**config.mk**
```make
export PLATFORM = sky130hd
export DESIGN_NAME = bdc_seq
export DESIGN_NICKNAME = d
export VERILOG_FILES = /design/src/bdc_pkg.sv /design/src/bdc_mul.sv /design/src/bdc_seq.sv
export SDC_FILE = /design/constraint.sdc
export NUM_CORES = 2
export LEC_CHECK = 0
export BUFFER_PORTS_ARGS = -buffer_cell sky130_fd_sc_hd__buf_2
export CORE_UTILIZATION = 62
export CTS_BUF_LIST = sky130_fd_sc_hd__clkbuf_4 sky130_fd_sc_hd__clkbuf_8
export CTS_CLUSTER_SIZE = 10
export DETAILED_ROUTE_END_ITERATION = 10
export GPL_ROUTABILITY_DRIVEN = 1
export PLACE_DENSITY = 0.8
export RECOVER_POWER = 50
export SETUP_SLACK_MARGIN = 0.2
export SYNTH_ARGS = -nofsm -noshare
export SYNTH_HDL_FRONTEND = slang
export SYNTH_HIERARCHICAL = 1
export SYNTH_SLANG_ARGS = --single-unit
```
**constraint.sdc**
```tcl
create_clock -name clk -period 9.8 [get_ports clk]
set_input_delay 1.96 -clock clk [delete_from_list [all_inputs] [get_ports clk]]
set_output_delay 1.96 -clock clk [all_outputs]
set_load 0.01 [all_outputs]
```
**src/bdc_pkg.sv**
```systemverilog
// Shared types and constants of the B-dot detumbling controller.
package bdc_pkg;

  // Default width of one field component in sensor counts.
  localparam int FIELD_WIDTH_DEF = 16;

  // Register and field widths.
  localparam int GAIN_W     = 8;
  localparam int WEIGHT_W   = 17;
  localparam int SCALE_W    = 32;
  localparam int GS_W       = GAIN_W + SCALE_W;
  localparam int NORM_W     = 16;
  localparam int CUR_W      = 8;
  localparam int CFG_IDX_W  = 2;
  localparam int CFG_DATA_W = 32;

  // Unity weight in Q1.16.
  localparam logic [WEIGHT_W-1:0] WEIGHT_ONE = 17'h10000;

  // Register reset values.
  localparam logic [GAIN_W-1:0]   GAIN_RST   = 8'd0;
  localparam logic [WEIGHT_W-1:0] WEIGHT_RST = 17'h10000;
  localparam logic [SCALE_W-1:0]  SCALE_RST  = 32'h0001_0000;

  // Register indexes on the configuration port.
  localparam logic [CFG_IDX_W-1:0] CFG_GAIN   = 2'd0;
  localparam logic [CFG_IDX_W-1:0] CFG_WEIGHT = 2'd1;
  localparam logic [CFG_IDX_W-1:0] CFG_SCALE  = 2'd2;

  // Configuration as seen by the datapath.
  typedef struct packed {
    logic [GAIN_W-1:0]   gain;
    logic [WEIGHT_W-1:0] weight;
    logic [SCALE_W-1:0]  scale;
  } cfg_t;

endpackage

```
**src/bdc_mul.sv**
```systemverilog
// Shared signed multiplier with a registered product.
module bdc_mul
  import bdc_pkg::*;
#(
  parameter int A_W = 18,
  parameter int B_W = GS_W + 1
) (
  input  logic                     clk,
  input  logic signed [A_W-1:0]     a,
  input  logic signed [B_W-1:0]     b,
  output logic signed [A_W+B_W-1:0] p_r
);

  // One product per cycle, available in the following cycle.
  always_ff @(posedge clk) begin
    p_r <= a * b;
  end

endmodule

```
**src/bdc_seq.sv**
```systemverilog
// Sequencer and datapath: blend, scale and rounding division, one axis at a time.
module bdc_seq
  import bdc_pkg::*;
#(
  parameter int FIELD_WIDTH = FIELD_WIDTH_DEF
) (
  input  logic                          clk,
  input  logic                          rst_n,
  input  cfg_t                          cfg,
  input  logic                          in_valid,
  output logic                          in_ready,
  input  logic signed [FIELD_WIDTH-1:0] field_x,
  input  logic signed [FIELD_WIDTH-1:0] field_y,
  input  logic signed [FIELD_WIDTH-1:0] field_z,
  input  logic signed [FIELD_WIDTH-1:0] prev_field_x,
  input  logic signed [FIELD_WIDTH-1:0] prev_field_y,
  input  logic signed [FIELD_WIDTH-1:0] prev_field_z,
  input  logic        [NORM_W-1:0]      field_norm,
  output logic                          out_valid,
  input  logic                          out_ready,
  output logic signed [CUR_W-1:0]       coil_current_x,
  output logic signed [CUR_W-1:0]       coil_current_y,
  output logic signed [CUR_W-1:0]       coil_current_z,
  output logic                          saturated
);

  // Datapath widths.
  localparam int DW    = FIELD_WIDTH + 1;            // field difference
  localparam int BW    = FIELD_WIDTH + 17;           // blended difference, Q.16
  localparam int MAGW  = BW - 1;                     // blend magnitude
  localparam int CH_W  = 16;                         // multiplier chunk of the magnitude
  localparam int NCH   = (MAGW + CH_W - 1) / CH_W;
  localparam int CIW   = (NCH > 1) ? $clog2(NCH) : 1;
  localparam int A_W   = WEIGHT_W + 1;
  localparam int OPB_W = (DW > GS_W + 1) ? DW : GS_W + 1;
  localparam int PW    = A_W + OPB_W;
  localparam int ACCW  = NCH * CH_W + GS_W;
  localparam int RW    = ACCW + 1;
  localparam int QUOT_W     = CUR_W;
  localparam int HALF_SHIFT = 31;
  localparam int DEN_SHIFT  = 32;

  localparam logic [CIW-1:0]   CH_TOP  = CIW'(NCH - 1);
  localparam logic [3:0]       DIV_TOP = 4'(QUOT_W);
  localparam logic [1:0]       AX_LAST = 2'd2;
  localparam logic [QUOT_W-1:0] Q_POS_MAX = 8'd127;
  localparam logic [QUOT_W-1:0] Q_NEG_MAX = 8'd128;
  localparam logic signed [CUR_W-1:0] CUR_POS_SAT = 8'sd127;
  localparam logic signed [CUR_W-1:0] CUR_NEG_SAT = -8'sd128;

  typedef enum logic [3:0] {
    S_IDLE, S_GS, S_GSCAP, S_BL1, S_BL2, S_BL3,
    S_MISS, S_MACC, S_RND, S_DIV, S_AXEND, S_OUT
  } state_t;

  // Control registers.
  state_t              state_r, state_nxt;
  logic [1:0]          ax_r, ax_nxt;
  logic [CIW-1:0]      chunk_r, chunk_nxt;
  logic [3:0]          div_cnt_r, div_cnt_nxt;
  logic                out_valid_r, out_valid_nxt;
  logic signed [DW-1:0] ld_r [3];
  logic signed [DW-1:0] ld_nxt [3];

  // Datapath registers.
  logic signed [DW-1:0]   d_r [3];
  logic signed [DW-1:0]   d_nxt [3];
  logic [NORM_W-1:0]      norm_r, norm_nxt;
  logic [WEIGHT_W-1:0]    w_r, w_nxt;
  logic [WEIGHT_W-1:0]    wc_r, wc_nxt;
  logic [GS_W-1:0]        gs_r, gs_nxt;
  logic signed [PW-1:0]   t1_r, t1_nxt;
  logic [NCH*CH_W-1:0]    mag_r, mag_nxt;
  logic                   neg_r, neg_nxt;
  logic [ACCW-1:0]        acc_r, acc_nxt;
  logic [RW-1:0]          rem_r, rem_nxt;
  logic [RW-1:0]          den_r, den_nxt;
  logic [QUOT_W-1:0]      q_r, q_nxt;
  logic                   ovf_r, ovf_nxt;
  logic                   sat_r, sat_nxt;
  logic signed [CUR_W-1:0] cur_r [3];
  logic signed [CUR_W-1:0] cur_nxt [3];
  logic signed [CUR_W-1:0] ox_r, ox_nxt;
  logic signed [CUR_W-1:0] oy_r, oy_nxt;
  logic signed [CUR_W-1:0] oz_r, oz_nxt;
  logic                   osat_r, osat_nxt;

  // Shared multiplier.
  logic signed [A_W-1:0]   mul_a;
  logic signed [OPB_W-1:0] mul_b;
  logic signed [PW-1:0]    mul_p;

  bdc_mul #(
    .A_W (A_W),
    .B_W (OPB_W)
  ) u_mul (
    .clk (clk),
    .a   (mul_a),
    .b   (mul_b),
    .p_r (mul_p)
  );

  // Helper values.
  logic signed [PW-1:0]  blend_sum;
  logic signed [BW-1:0]  blend;
  logic signed [BW-1:0]  blend_abs;
  logic [CH_W-1:0]       chunk;
  logic                  ge;
  logic signed [CUR_W-1:0] axis_cur;
  logic                  axis_sat;
  logic [WEIGHT_W-1:0]   w_clamp;

  assign blend_sum = t1_r + mul_p;
  assign blend     = blend_sum[BW-1:0];
  assign blend_abs = blend[BW-1] ? -blend : blend;
  assign chunk     = mag_r[chunk_r*CH_W +: CH_W];
  assign ge        = (rem_r >= den_r);
  assign w_clamp   = (cfg.weight > WEIGHT_ONE) ? WEIGHT_ONE : cfg.weight;

  // Axis result from the rounded quotient, saturated to the int8 range.
  always_comb begin
    axis_cur = '0;
    axis_sat = 1'b0;
    if (neg_r) begin
      if (ovf_r || (q_r > Q_NEG_MAX)) begin
        axis_cur = CUR_NEG_SAT;
        axis_sat = 1'b1;
      end else begin
        axis_cur = -q_r;
      end
    end else begin
      if (ovf_r || (q_r > Q_POS_MAX)) begin
        axis_cur = CUR_POS_SAT;
        axis_sat = 1'b1;
      end else begin
        axis_cur = q_r;
      end
    end
  end

  // Multiplier operand selection.
  always_comb begin
    mul_a = '0;
    mul_b = '0;
    case (state_r)
      S_GS: begin
        mul_a = A_W'(cfg.gain);
        mul_b = OPB_W'(cfg.scale);
      end
      S_BL1: begin
        mul_a = A_W'(w_r);
        mul_b = OPB_W'(d_r[ax_r]);
      end
      S_BL2: begin
        mul_a = A_W'(wc_r);
        mul_b = OPB_W'(ld_r[ax_r]);
      end
      S_MISS: begin
        mul_a = A_W'(chunk);
        mul_b = OPB_W'(gs_r);
      end
      default: begin
        mul_a = '0;
        mul_b = '0;
      end
    endcase
  end

  // Next-state and datapath logic.
  always_comb begin
    state_nxt     = state_r;
    ax_nxt        = ax_r;
    chunk_nxt     = chunk_r;
    div_cnt_nxt   = div_cnt_r;
    out_valid_nxt = out_valid_r && !out_ready;
    ld_nxt        = ld_r;
    d_nxt         = d_r;
    norm_nxt      = norm_r;
    w_nxt         = w_r;
    wc_nxt        = wc_r;
    gs_nxt        = gs_r;
    t1_nxt        = t1_r;
    mag_nxt       = mag_r;
    neg_nxt       = neg_r;
    acc_nxt       = acc_r;
    rem_nxt       = rem_r;
    den_nxt       = den_r;
    q_nxt         = q_r;
    ovf_nxt       = ovf_r;
    sat_nxt       = sat_r;
    cur_nxt       = cur_r;
    ox_nxt        = ox_r;
    oy_nxt        = oy_r;
    oz_nxt        = oz_r;
    osat_nxt      = osat_r;
    in_ready      = 1'b0;

    case (state_r)
      // Take a sample: form the differences and latch norm and weights.
      S_IDLE: begin
        in_ready = 1'b1;
        if (in_valid) begin
          d_nxt[0] = DW'(field_x) - DW'(prev_field_x);
          d_nxt[1] = DW'(field_y) - DW'(prev_field_y);
          d_nxt[2] = DW'(field_z) - DW'(prev_field_z);
          norm_nxt = (field_norm == '0) ? NORM_W'(1) : field_norm;
          w_nxt    = w_clamp;
          wc_nxt   = WEIGHT_ONE - w_clamp;
          ax_nxt   = '0;
          sat_nxt  = 1'b0;
          state_nxt = S_GS;
        end
      end
      S_GS: begin
        state_nxt = S_GSCAP;
      end
      S_GSCAP: begin
        gs_nxt    = mul_p[GS_W-1:0];
        state_nxt = S_BL1;
      end
      S_BL1: begin
        state_nxt = S_BL2;
      end
      S_BL2: begin
        t1_nxt    = mul_p;
        state_nxt = S_BL3;
      end
      // Blend done: keep its magnitude and the sign of the command.
      S_BL3: begin
        mag_nxt   = (NCH*CH_W)'(blend_abs[MAGW-1:0]);
        neg_nxt   = !blend[BW-1] && (blend != '0);
        acc_nxt   = '0;
        chunk_nxt = CH_TOP;
        state_nxt = S_MISS;
      end
      S_MISS: begin
        state_nxt = S_MACC;
      end
      // Accumulate partial products, most significant chunk first.
      S_MACC: begin
        acc_nxt = (acc_r << CH_W) + {{(ACCW-PW){1'b0}}, mul_p};
        if (chunk_r == '0) begin
          state_nxt = S_RND;
        end else begin
          chunk_nxt = chunk_r - 1'b1;
          state_nxt = S_MISS;
        end
      end
      // Add half the divisor for round to nearest, ties away from zero.
      S_RND: begin
        rem_nxt     = RW'(acc_r) + RW'({norm_r, {HALF_SHIFT{1'b0}}});
        den_nxt     = RW'({norm_r, {(DEN_SHIFT + QUOT_W){1'b0}}});
        div_cnt_nxt = DIV_TOP;
        q_nxt       = '0;
        ovf_nxt     = 1'b0;
        state_nxt   = S_DIV;
      end
      // Restoring division, one quotient bit per cycle after an overflow check.
      S_DIV: begin
        if (div_cnt_r == DIV_TOP) begin
          if (ge) begin
            ovf_nxt   = 1'b1;
            state_nxt = S_AXEND;
          end else begin
            den_nxt     = den_r >> 1;
            div_cnt_nxt = div_cnt_r - 1'b1;
          end
        end else begin
          q_nxt   = {q_r[QUOT_W-2:0], ge};
          den_nxt = den_r >> 1;
          if (ge) begin
            rem_nxt = rem_r - den_r;
          end
          if (div_cnt_r == '0) begin
            state_nxt = S_AXEND;
          end else begin
            div_cnt_nxt = div_cnt_r - 1'b1;
          end
        end
      end
      // Store the axis result and the difference for the next sample.
      S_AXEND: begin
        cur_nxt[ax_r] = axis_cur;
        sat_nxt       = sat_r | axis_sat;
        ld_nxt[ax_r]  = d_r[ax_r];
        if (ax_r == AX_LAST) begin
          state_nxt = S_OUT;
        end else begin
          ax_nxt    = ax_r + 1'b1;
          state_nxt = S_BL1;
        end
      end
      // Hand the result to the output register once it is free.
      S_OUT: begin
        if (!out_valid_r || out_ready) begin
          ox_nxt        = cur_r[0];
          oy_nxt        = cur_r[1];
          oz_nxt        = cur_r[2];
          osat_nxt      = sat_r;
          out_valid_nxt = 1'b1;
          state_nxt     = S_IDLE;
        end
      end
      default: begin
        state_nxt = S_IDLE;
      end
    endcase
  end

  // State and registered outputs.
  always_ff @(posedge clk) begin
    if (!rst_n) begin
      state_r     <= S_IDLE;
      ax_r        <= '0;
      chunk_r     <= '0;
      div_cnt_r   <= '0;
      out_valid_r <= 1'b0;
      ld_r[0]     <= '0;
      ld_r[1]     <= '0;
      ld_r[2]     <= '0;
    end else begin
      state_r     <= state_nxt;
      ax_r        <= ax_nxt;
      chunk_r     <= chunk_nxt;
      div_cnt_r   <= div_cnt_nxt;
      out_valid_r <= out_valid_nxt;
      ld_r        <= ld_nxt;
    end
    ox_r   <= ox_nxt;
    oy_r   <= oy_nxt;
    oz_r   <= oz_nxt;
    osat_r <= osat_nxt;
  end

  // Working registers of the datapath.
  always_ff @(posedge clk) begin
    d_r    <= d_nxt;
    norm_r <= norm_nxt;
    w_r    <= w_nxt;
    wc_r   <= wc_nxt;
    gs_r   <= gs_nxt;
    t1_r   <= t1_nxt;
    mag_r  <= mag_nxt;
    neg_r  <= neg_nxt;
    acc_r  <= acc_nxt;
    rem_r  <= rem_nxt;
    den_r  <= den_nxt;
    q_r    <= q_nxt;
    ovf_r  <= ovf_nxt;
    sat_r  <= sat_nxt;
    cur_r  <= cur_nxt;
  end

  assign out_valid      = out_valid_r;
  assign coil_current_x = ox_r;
  assign coil_current_y = oy_r;
  assign coil_current_z = oz_r;
  assign saturated      = osat_r;

endmodule

```
=== After elaboration in Yosys (flattened, before gate mapping) ===
Index checks and enable logic that the tools add are counted.

* Logic and storage cells: 160
* Register bits after elaboration: 606

* Multiply operators: 1
* Add/subtract/negate cells: 13
* Eq/ne operators: 23
* Reductions and logical operators: 26
* Multiplexer cells: 56
* Bitwise gates (word level): 2
* Magnitude comparators: 6
* Shifts and indexed selects: 1

{| class="wikitable"
|+ Operator list
! kind !! count
|-
| $mux W73 || 4
|-
| $pmux W73 S2 || 2
|-
| $pmux W41 S4 || 1
|-
| $pmux W72 S2 || 1
|-
| $mux W17 || 6
|-
| $add A72 B47 Y73 || 1
|-
| $ge A73 B73 Y1 || 1
|-
| $sub A73 B73 Y73 || 1
|-
| $add A72 B59 Y72 || 1
|-
| $bmux W17 S2 || 2
|-
| $pmux W17 S4 || 1
|-
| $mul A18 B41 Y59 || 1
|-
| $bwmux W51 || 1
|-
| $sub A16 B16 Y17 || 3
|-
| $pmux W4 S12 || 1
|-
| $mux W4 || 10
|-
| $mux W8 || 5
|-
| $demux W17 S2 || 1
|-
| $add A33 B33 Y33 || 1
|-
| $reduce_bool A33 Y1 || 1
|-
| $mux W32 || 1
|-
| $neg A32 Y32 || 1
|-
| $shiftx A32 B6 Y16 || 1
|-
| $bwmux W24 || 1
|-
| other kinds (35) || 79
|}

=== Logic depth before layout (Yosys ltp) ===
* Depth in word-level cells: 6
* Gate-level depth with buffers: 34

=== By module ===
Netlist, hierarchy kept.

{| class="wikitable"
|+ Modules (own cells, without submodules)
! module !! instances !! cells each !! sequential area each (µm²) !! area each (µm²)
|-
| bdc_seq || 1 || 3285 || 15254.6 || 32663.8
|-
| bdc_mul || 1 || 2999 || 1181.1 || 26300.2
|}

=== Least setup slack after synthesis ===
No wires, ideal clock.

* Path type: register to register
* Start point: register state_r[0]
* End point: register u_mul.p_r[58]
* Arrival: 8.623 ns
* Library setup time: 0.072 ns
* Cell stages (with the launch flop): 32
* Path slack: 1.105 ns
* Period minus slack after synthesis: 8.695 ns
* Path through: dfxtp_1 > or2_2 > clkbuf_1 > or2_2 > clkbuf_1 > clkinv_1 > clkbuf_1 > a22oi_1 > o21ai_0 > clkbuf_1 > nand2_1 > fa_1 > inv_1 > fa_1 > inv_1 > fa_1 > inv_1 > fa_1 > fa_1 > inv_1 > fa_1 > inv_1 > ha_1 > and2_4 > a22o_1 > a311o_1 > o31ai_4 > and2_1 > a21bo_4 > o21bai_4 > a311oi_2 > xnor2_1

* Longest elaborated chain between the ends: 3
* Elaborated cells on any way between the ends: 7

{| class="wikitable"
|+ Ends and longest elaborated chain
! element !! line !! text
|-
| from (decl) || bdc_seq.sv:57 || <nowiki>state_t state_r, state_nxt;</nowiki>
|-
| from (signal assigned) || bdc_seq.sv:322 || <nowiki>state_r <= state_nxt;</nowiki>
|-
| $eq A4 B3 Y1, or another cell as far along || bdc_seq.sv:145 || <nowiki>case (state_r)</nowiki>
|-
| $pmux W17 S4 * || bdc_seq.sv:145 ||
|-
| via mul_a[8] || bdc_seq.sv:89 || <nowiki>logic signed [A_W-1:0] mul_a;</nowiki>
|-
| $mul A18 B41 Y59 * || bdc_mul.sv:16 || <nowiki>p_r <= a * b;</nowiki>
|-
| to (signal assigned) || bdc_mul.sv:16 ||
|-
| to (decl) || bdc_mul.sv:11 || <nowiki>output logic signed [A_W+B_W-1:0] p_r</nowiki>
|}

Mark *: on every way through the listed nets, which the timed path passes. The rest lies on a longest branch.
A chain may end at the register's enable or synchronous reset.

=== Worst setup path in the final report ===
* Start point: register ax_r[1]
* End point: register u_mul.p_r[46]

* Longest elaborated chain between the ends: 6
* Elaborated cells on any way between the ends: 9

{| class="wikitable"
|+ Ends and longest elaborated chain
! element !! line !! text
|-
| from (decl) || bdc_seq.sv:58 || <nowiki>logic [1:0] ax_r, ax_nxt;</nowiki>
|-
| from (signal assigned) || bdc_seq.sv:323 || <nowiki>ax_r <= ax_nxt;</nowiki>
|-
| $not A2 Y3 (not written as such) * || bdc_seq.sv:152, bdc_seq.sv:156 ||
|-
| $bmux W17 S2, on equally long branches || bdc_seq.sv:156, bdc_seq.sv:152 ||
|-
| $mux W17, on equally long branches (2 in series) || bdc_seq.sv:156, bdc_seq.sv:152 ||
|-
| $pmux W41 S4 * || bdc_seq.sv:145 ||
|-
| via mul_b[7] || bdc_seq.sv:90 || <nowiki>logic signed [OPB_W-1:0] mul_b;</nowiki>
|-
| $mul A18 B41 Y59 * || bdc_mul.sv:16 ||
|}

Mark *: on every way through the listed nets, which the timed path passes. The rest lies on a longest branch. The select of a mux whose other input is x is not followed.

==> flow_summary.ini <==
[drt]
finalWirelength_um = 161800
avgViaCountPerCell = 5.972
drt_pass1_iterations = 8
wl_per_cell_um = 20.95
ant_nets = 0
dr_total_vias = 46100
drc = 0
first_iter_violations = 4916

[global_route]
first_global_vias = 46786
grt_first_pass_wirelength_um = 254100
grt_remaining_overflow = 0
track_usage = 0.3423
antenna_found_initial = 4
grt_max_degree = 94

[yosys]
yosysSeqAreaShare = 0.2787
avgSynthCellArea_um2 = 9.383
postSynth.asyncResetShare = 0
synth.distinct_cells = 107
synth_ff_type = edfxtp_1
synth-edff-count = 466
syn_inst = 6284
ys_warn_count = 6
syn_area_mm2 = 0.05896
synth_seq_cells = 588

[timing]
drv_slew = 509
setup_viol = 0
hold_violations = 0
worstMarginPinSlew_ns = 3.813
finalCriticalPeriod_ns = 9.400
fin_crit_sh = 0.9592
skew_ns = 0.07570
fmax_mhz = 106.4
setup_tns_ns = 0
rsz0062_at_grt = yes
max_slew_margin = -1.542

[placed_design]
routabilityCongestion = 0.9869
portBuffers = 199
dp_hpwl_um = 126300

[job]
timing.max_cap.violations = 10

[cts]
hold_buffers = 0
root_buffer = clkbuf_8
numCtsBuffers = 96
cts_tree = built
clock_path_buffers = 3
clk_pin_slew_ns = 0.07
clkLatencyLatePin_ns = 0.76
clkSinkCount = 588
htreeDepth = 3

[critical_path]
cp_max_fo = 20
path_class = reg2reg
cp_slowest_cell = dfxtp_1
end_kind = flop
startpoint_type = flop
crit_arrival_ns = 10.02
slowest_delay_ns = 1.06
required_ns = 10.42

[die]
die_y_um = 310.4
fp.coreArea_mm2 = 0.09375
chipWidth_um = 310.4
die_area_mm2 = 0.09634
num_rows = 112
start_util = 0.6290
io_pins = 200

[run_status]
outcome = finished, violations left
violations = capacitance limit, slew limit

[finish]
nets = 7597
drive_gt1_frac = 0.08233
final_cell_mix = inv_1, nand2_1, fa_1, edfxtp_1, nor2_1
area_growth_pct = 7.662
n_fill_cell = 7380
mostFrequentLayoutCell = inv_1

[min_path]
hold_path.class = reg2reg

[power_and_ir_drop]
power.density_mw_per_mm2 = 237.0
finalPower_w = 0.01505
power.leakage_nw = 29.10
vdd_drop_max_mv = 0.1531
## area by class of cell
type / instances / area, µm² / area share
clock buffers: 145 / 1802 / 0.02838
diodes: 4 / 10.01 / 0.0001577
inverters: 1018 / 3825 / 0.06025
multi-input cells: 4374 / 37720 / 0.5943
repair buffers: 300 / 1729 / 0.02724
well taps: 1254 / 1569 / 0.02472
flip-flops and latches: 588 / 16440 / 0.2589
clock inverters: 37 / 385.4 / 0.006071
## power breakdown
group	switching [W]	total (W)	internal, W	leakage, nW
Combinational	0.00568	0.00888	0.00320	22.7
Clock	0.00106	0.00241	0.00135	1.16
Sequential	0.000362	0.00376	0.00340	5.24
Total	0.00710	0.0150	0.00795	29.1
## sequential cells by signal, summed over array words and instances, names as in the netlist, 16 cells and up
register	count
rem_r	73
acc_r	72
u_mul/p_r	59
den_r	56
d_r	51
ld_r	51
gs_r	40
t1_r	33
mag_r	32
cur_r	24
w_r	17
norm_r	16
wc_r	16
## metrics by stage
step	worst slack (ns)	area [µm²]	util	hold WS [ns]	std cells
CTS	0.5919	63480	0.6772	0.4085	7712
detailed placement	0.6017	61300	0.6538	0.4045	7530
global route	0.1147	63480	0.6771	0.4276	7720
floorplan	1.105	58990	-	0.4003	6290
finish	0.4001	63480	0.6771	0.4060	7720
global placement	0.7432	61300	0.6538	0.4011	7530
## logic make-up after synthesis
kind of cell | Yosys count | synth area share
other | 1 | 0.00006360
AND/OR/NAND/NOR | 1879 | 0.1475
adder cells (fa/ha/maj) | 1046 | 0.3116
buffers and inverters | 1328 | 0.08505
AO/OA/AOI/OAI | 1092 | 0.1238
XOR/XNOR | 291 | 0.04322
flip-flops | 588 | 0.2787
multiplexers | 59 | 0.01008
## repair_timing
item / 4_1_cts / 5_1_grt
setup endpoints to repair: 0 / 7
buffers inserted: 0 / 4
endpoints found under the hold margin: 0 / 0
resized for setup: 0 / 6
## path summary, 6_finish.rpt
kind	startpoint	endpoint	slack (ns)	cells past startpoint
worst min-delay path	cur_r[5]$_DFFE_PP_	coil_current_z[5]$_DFFE_PP_	0.41	0
worst min register to register	cur_r[5]$_DFFE_PP_	coil_current_z[5]$_DFFE_PP_	0.41	0
worst max-delay path	ax_r[1]$_SDFFE_PN0P_	u_mul/p_r[46]$_DFF_P_	0.40	29
worst max register to register	ax_r[1]$_SDFFE_PN0P_	u_mul/p_r[46]$_DFF_P_	0.40	29
## routing by layer
layer | vias up | share of wire | track usage
li1 | 20744 | - | -
met4 | 0 | 0.034 | 0.1164
met3 | 356 | 0.10 | 0.07104
met5 | - | 0 | 0
met2 | 2265 | 0.45 | 0.5364
met1 | 22735 | 0.41 | 0.4754
## critical path, delay by kind of cell (launching register included)
kind / cells / cell delay (ns)
AOI/OAI and AO/OA: 10 / 2.87
xor gates and xnor gates: 1 / 0.14
adders and majority gates: 7 / 3.46
buffers and inverters: 8 / 1.19
DFF: 1 / 1.06
muxes: 1 / 0.24
and+or+nand+nor: 2 / 0.29
## cell usage after synthesis, drive strengths merged, types with 7 or more instances
cell     number  share of area
inv        1015          0.065
nand2       844          0.054
fa          704           0.24
edfxtp      466           0.24
nor2        367          0.023
ha          342          0.073
clkbuf      285          0.018
a21oi       280          0.024
o21ai       262          0.022
and2        249          0.026
xnor2       199          0.030
a21o        124          0.016
dfxtp       122          0.041
xor2         92          0.014
nor3         72         0.0064
nand3        70         0.0060
mux2i        56         0.0095
o211a        56         0.0095
a31oi        52         0.0059
nor2b        46         0.0049
nand4        40         0.0042
nand2b       38         0.0040
o21a         34         0.0043
o21bai       34         0.0045
and3         33         0.0035
or3          32         0.0035
nor4         28         0.0033
a221o        25         0.0042
a22oi        25         0.0032
buf          25         0.0021
a211oi       24         0.0032
o31ai        24         0.0036
a21boi       20         0.0025
o211ai       19         0.0026
o221ai       19         0.0028
or2          15         0.0016
a211o        10         0.0015
a41oi        10         0.0019
or4           9         0.0012
nor3b         8         0.0010
a2111oi       7         0.0012
and4          7         0.0010
o31a          7         0.0010
o41ai         7         0.0012
No activity file was read; power rests on OpenSTA's default activity.
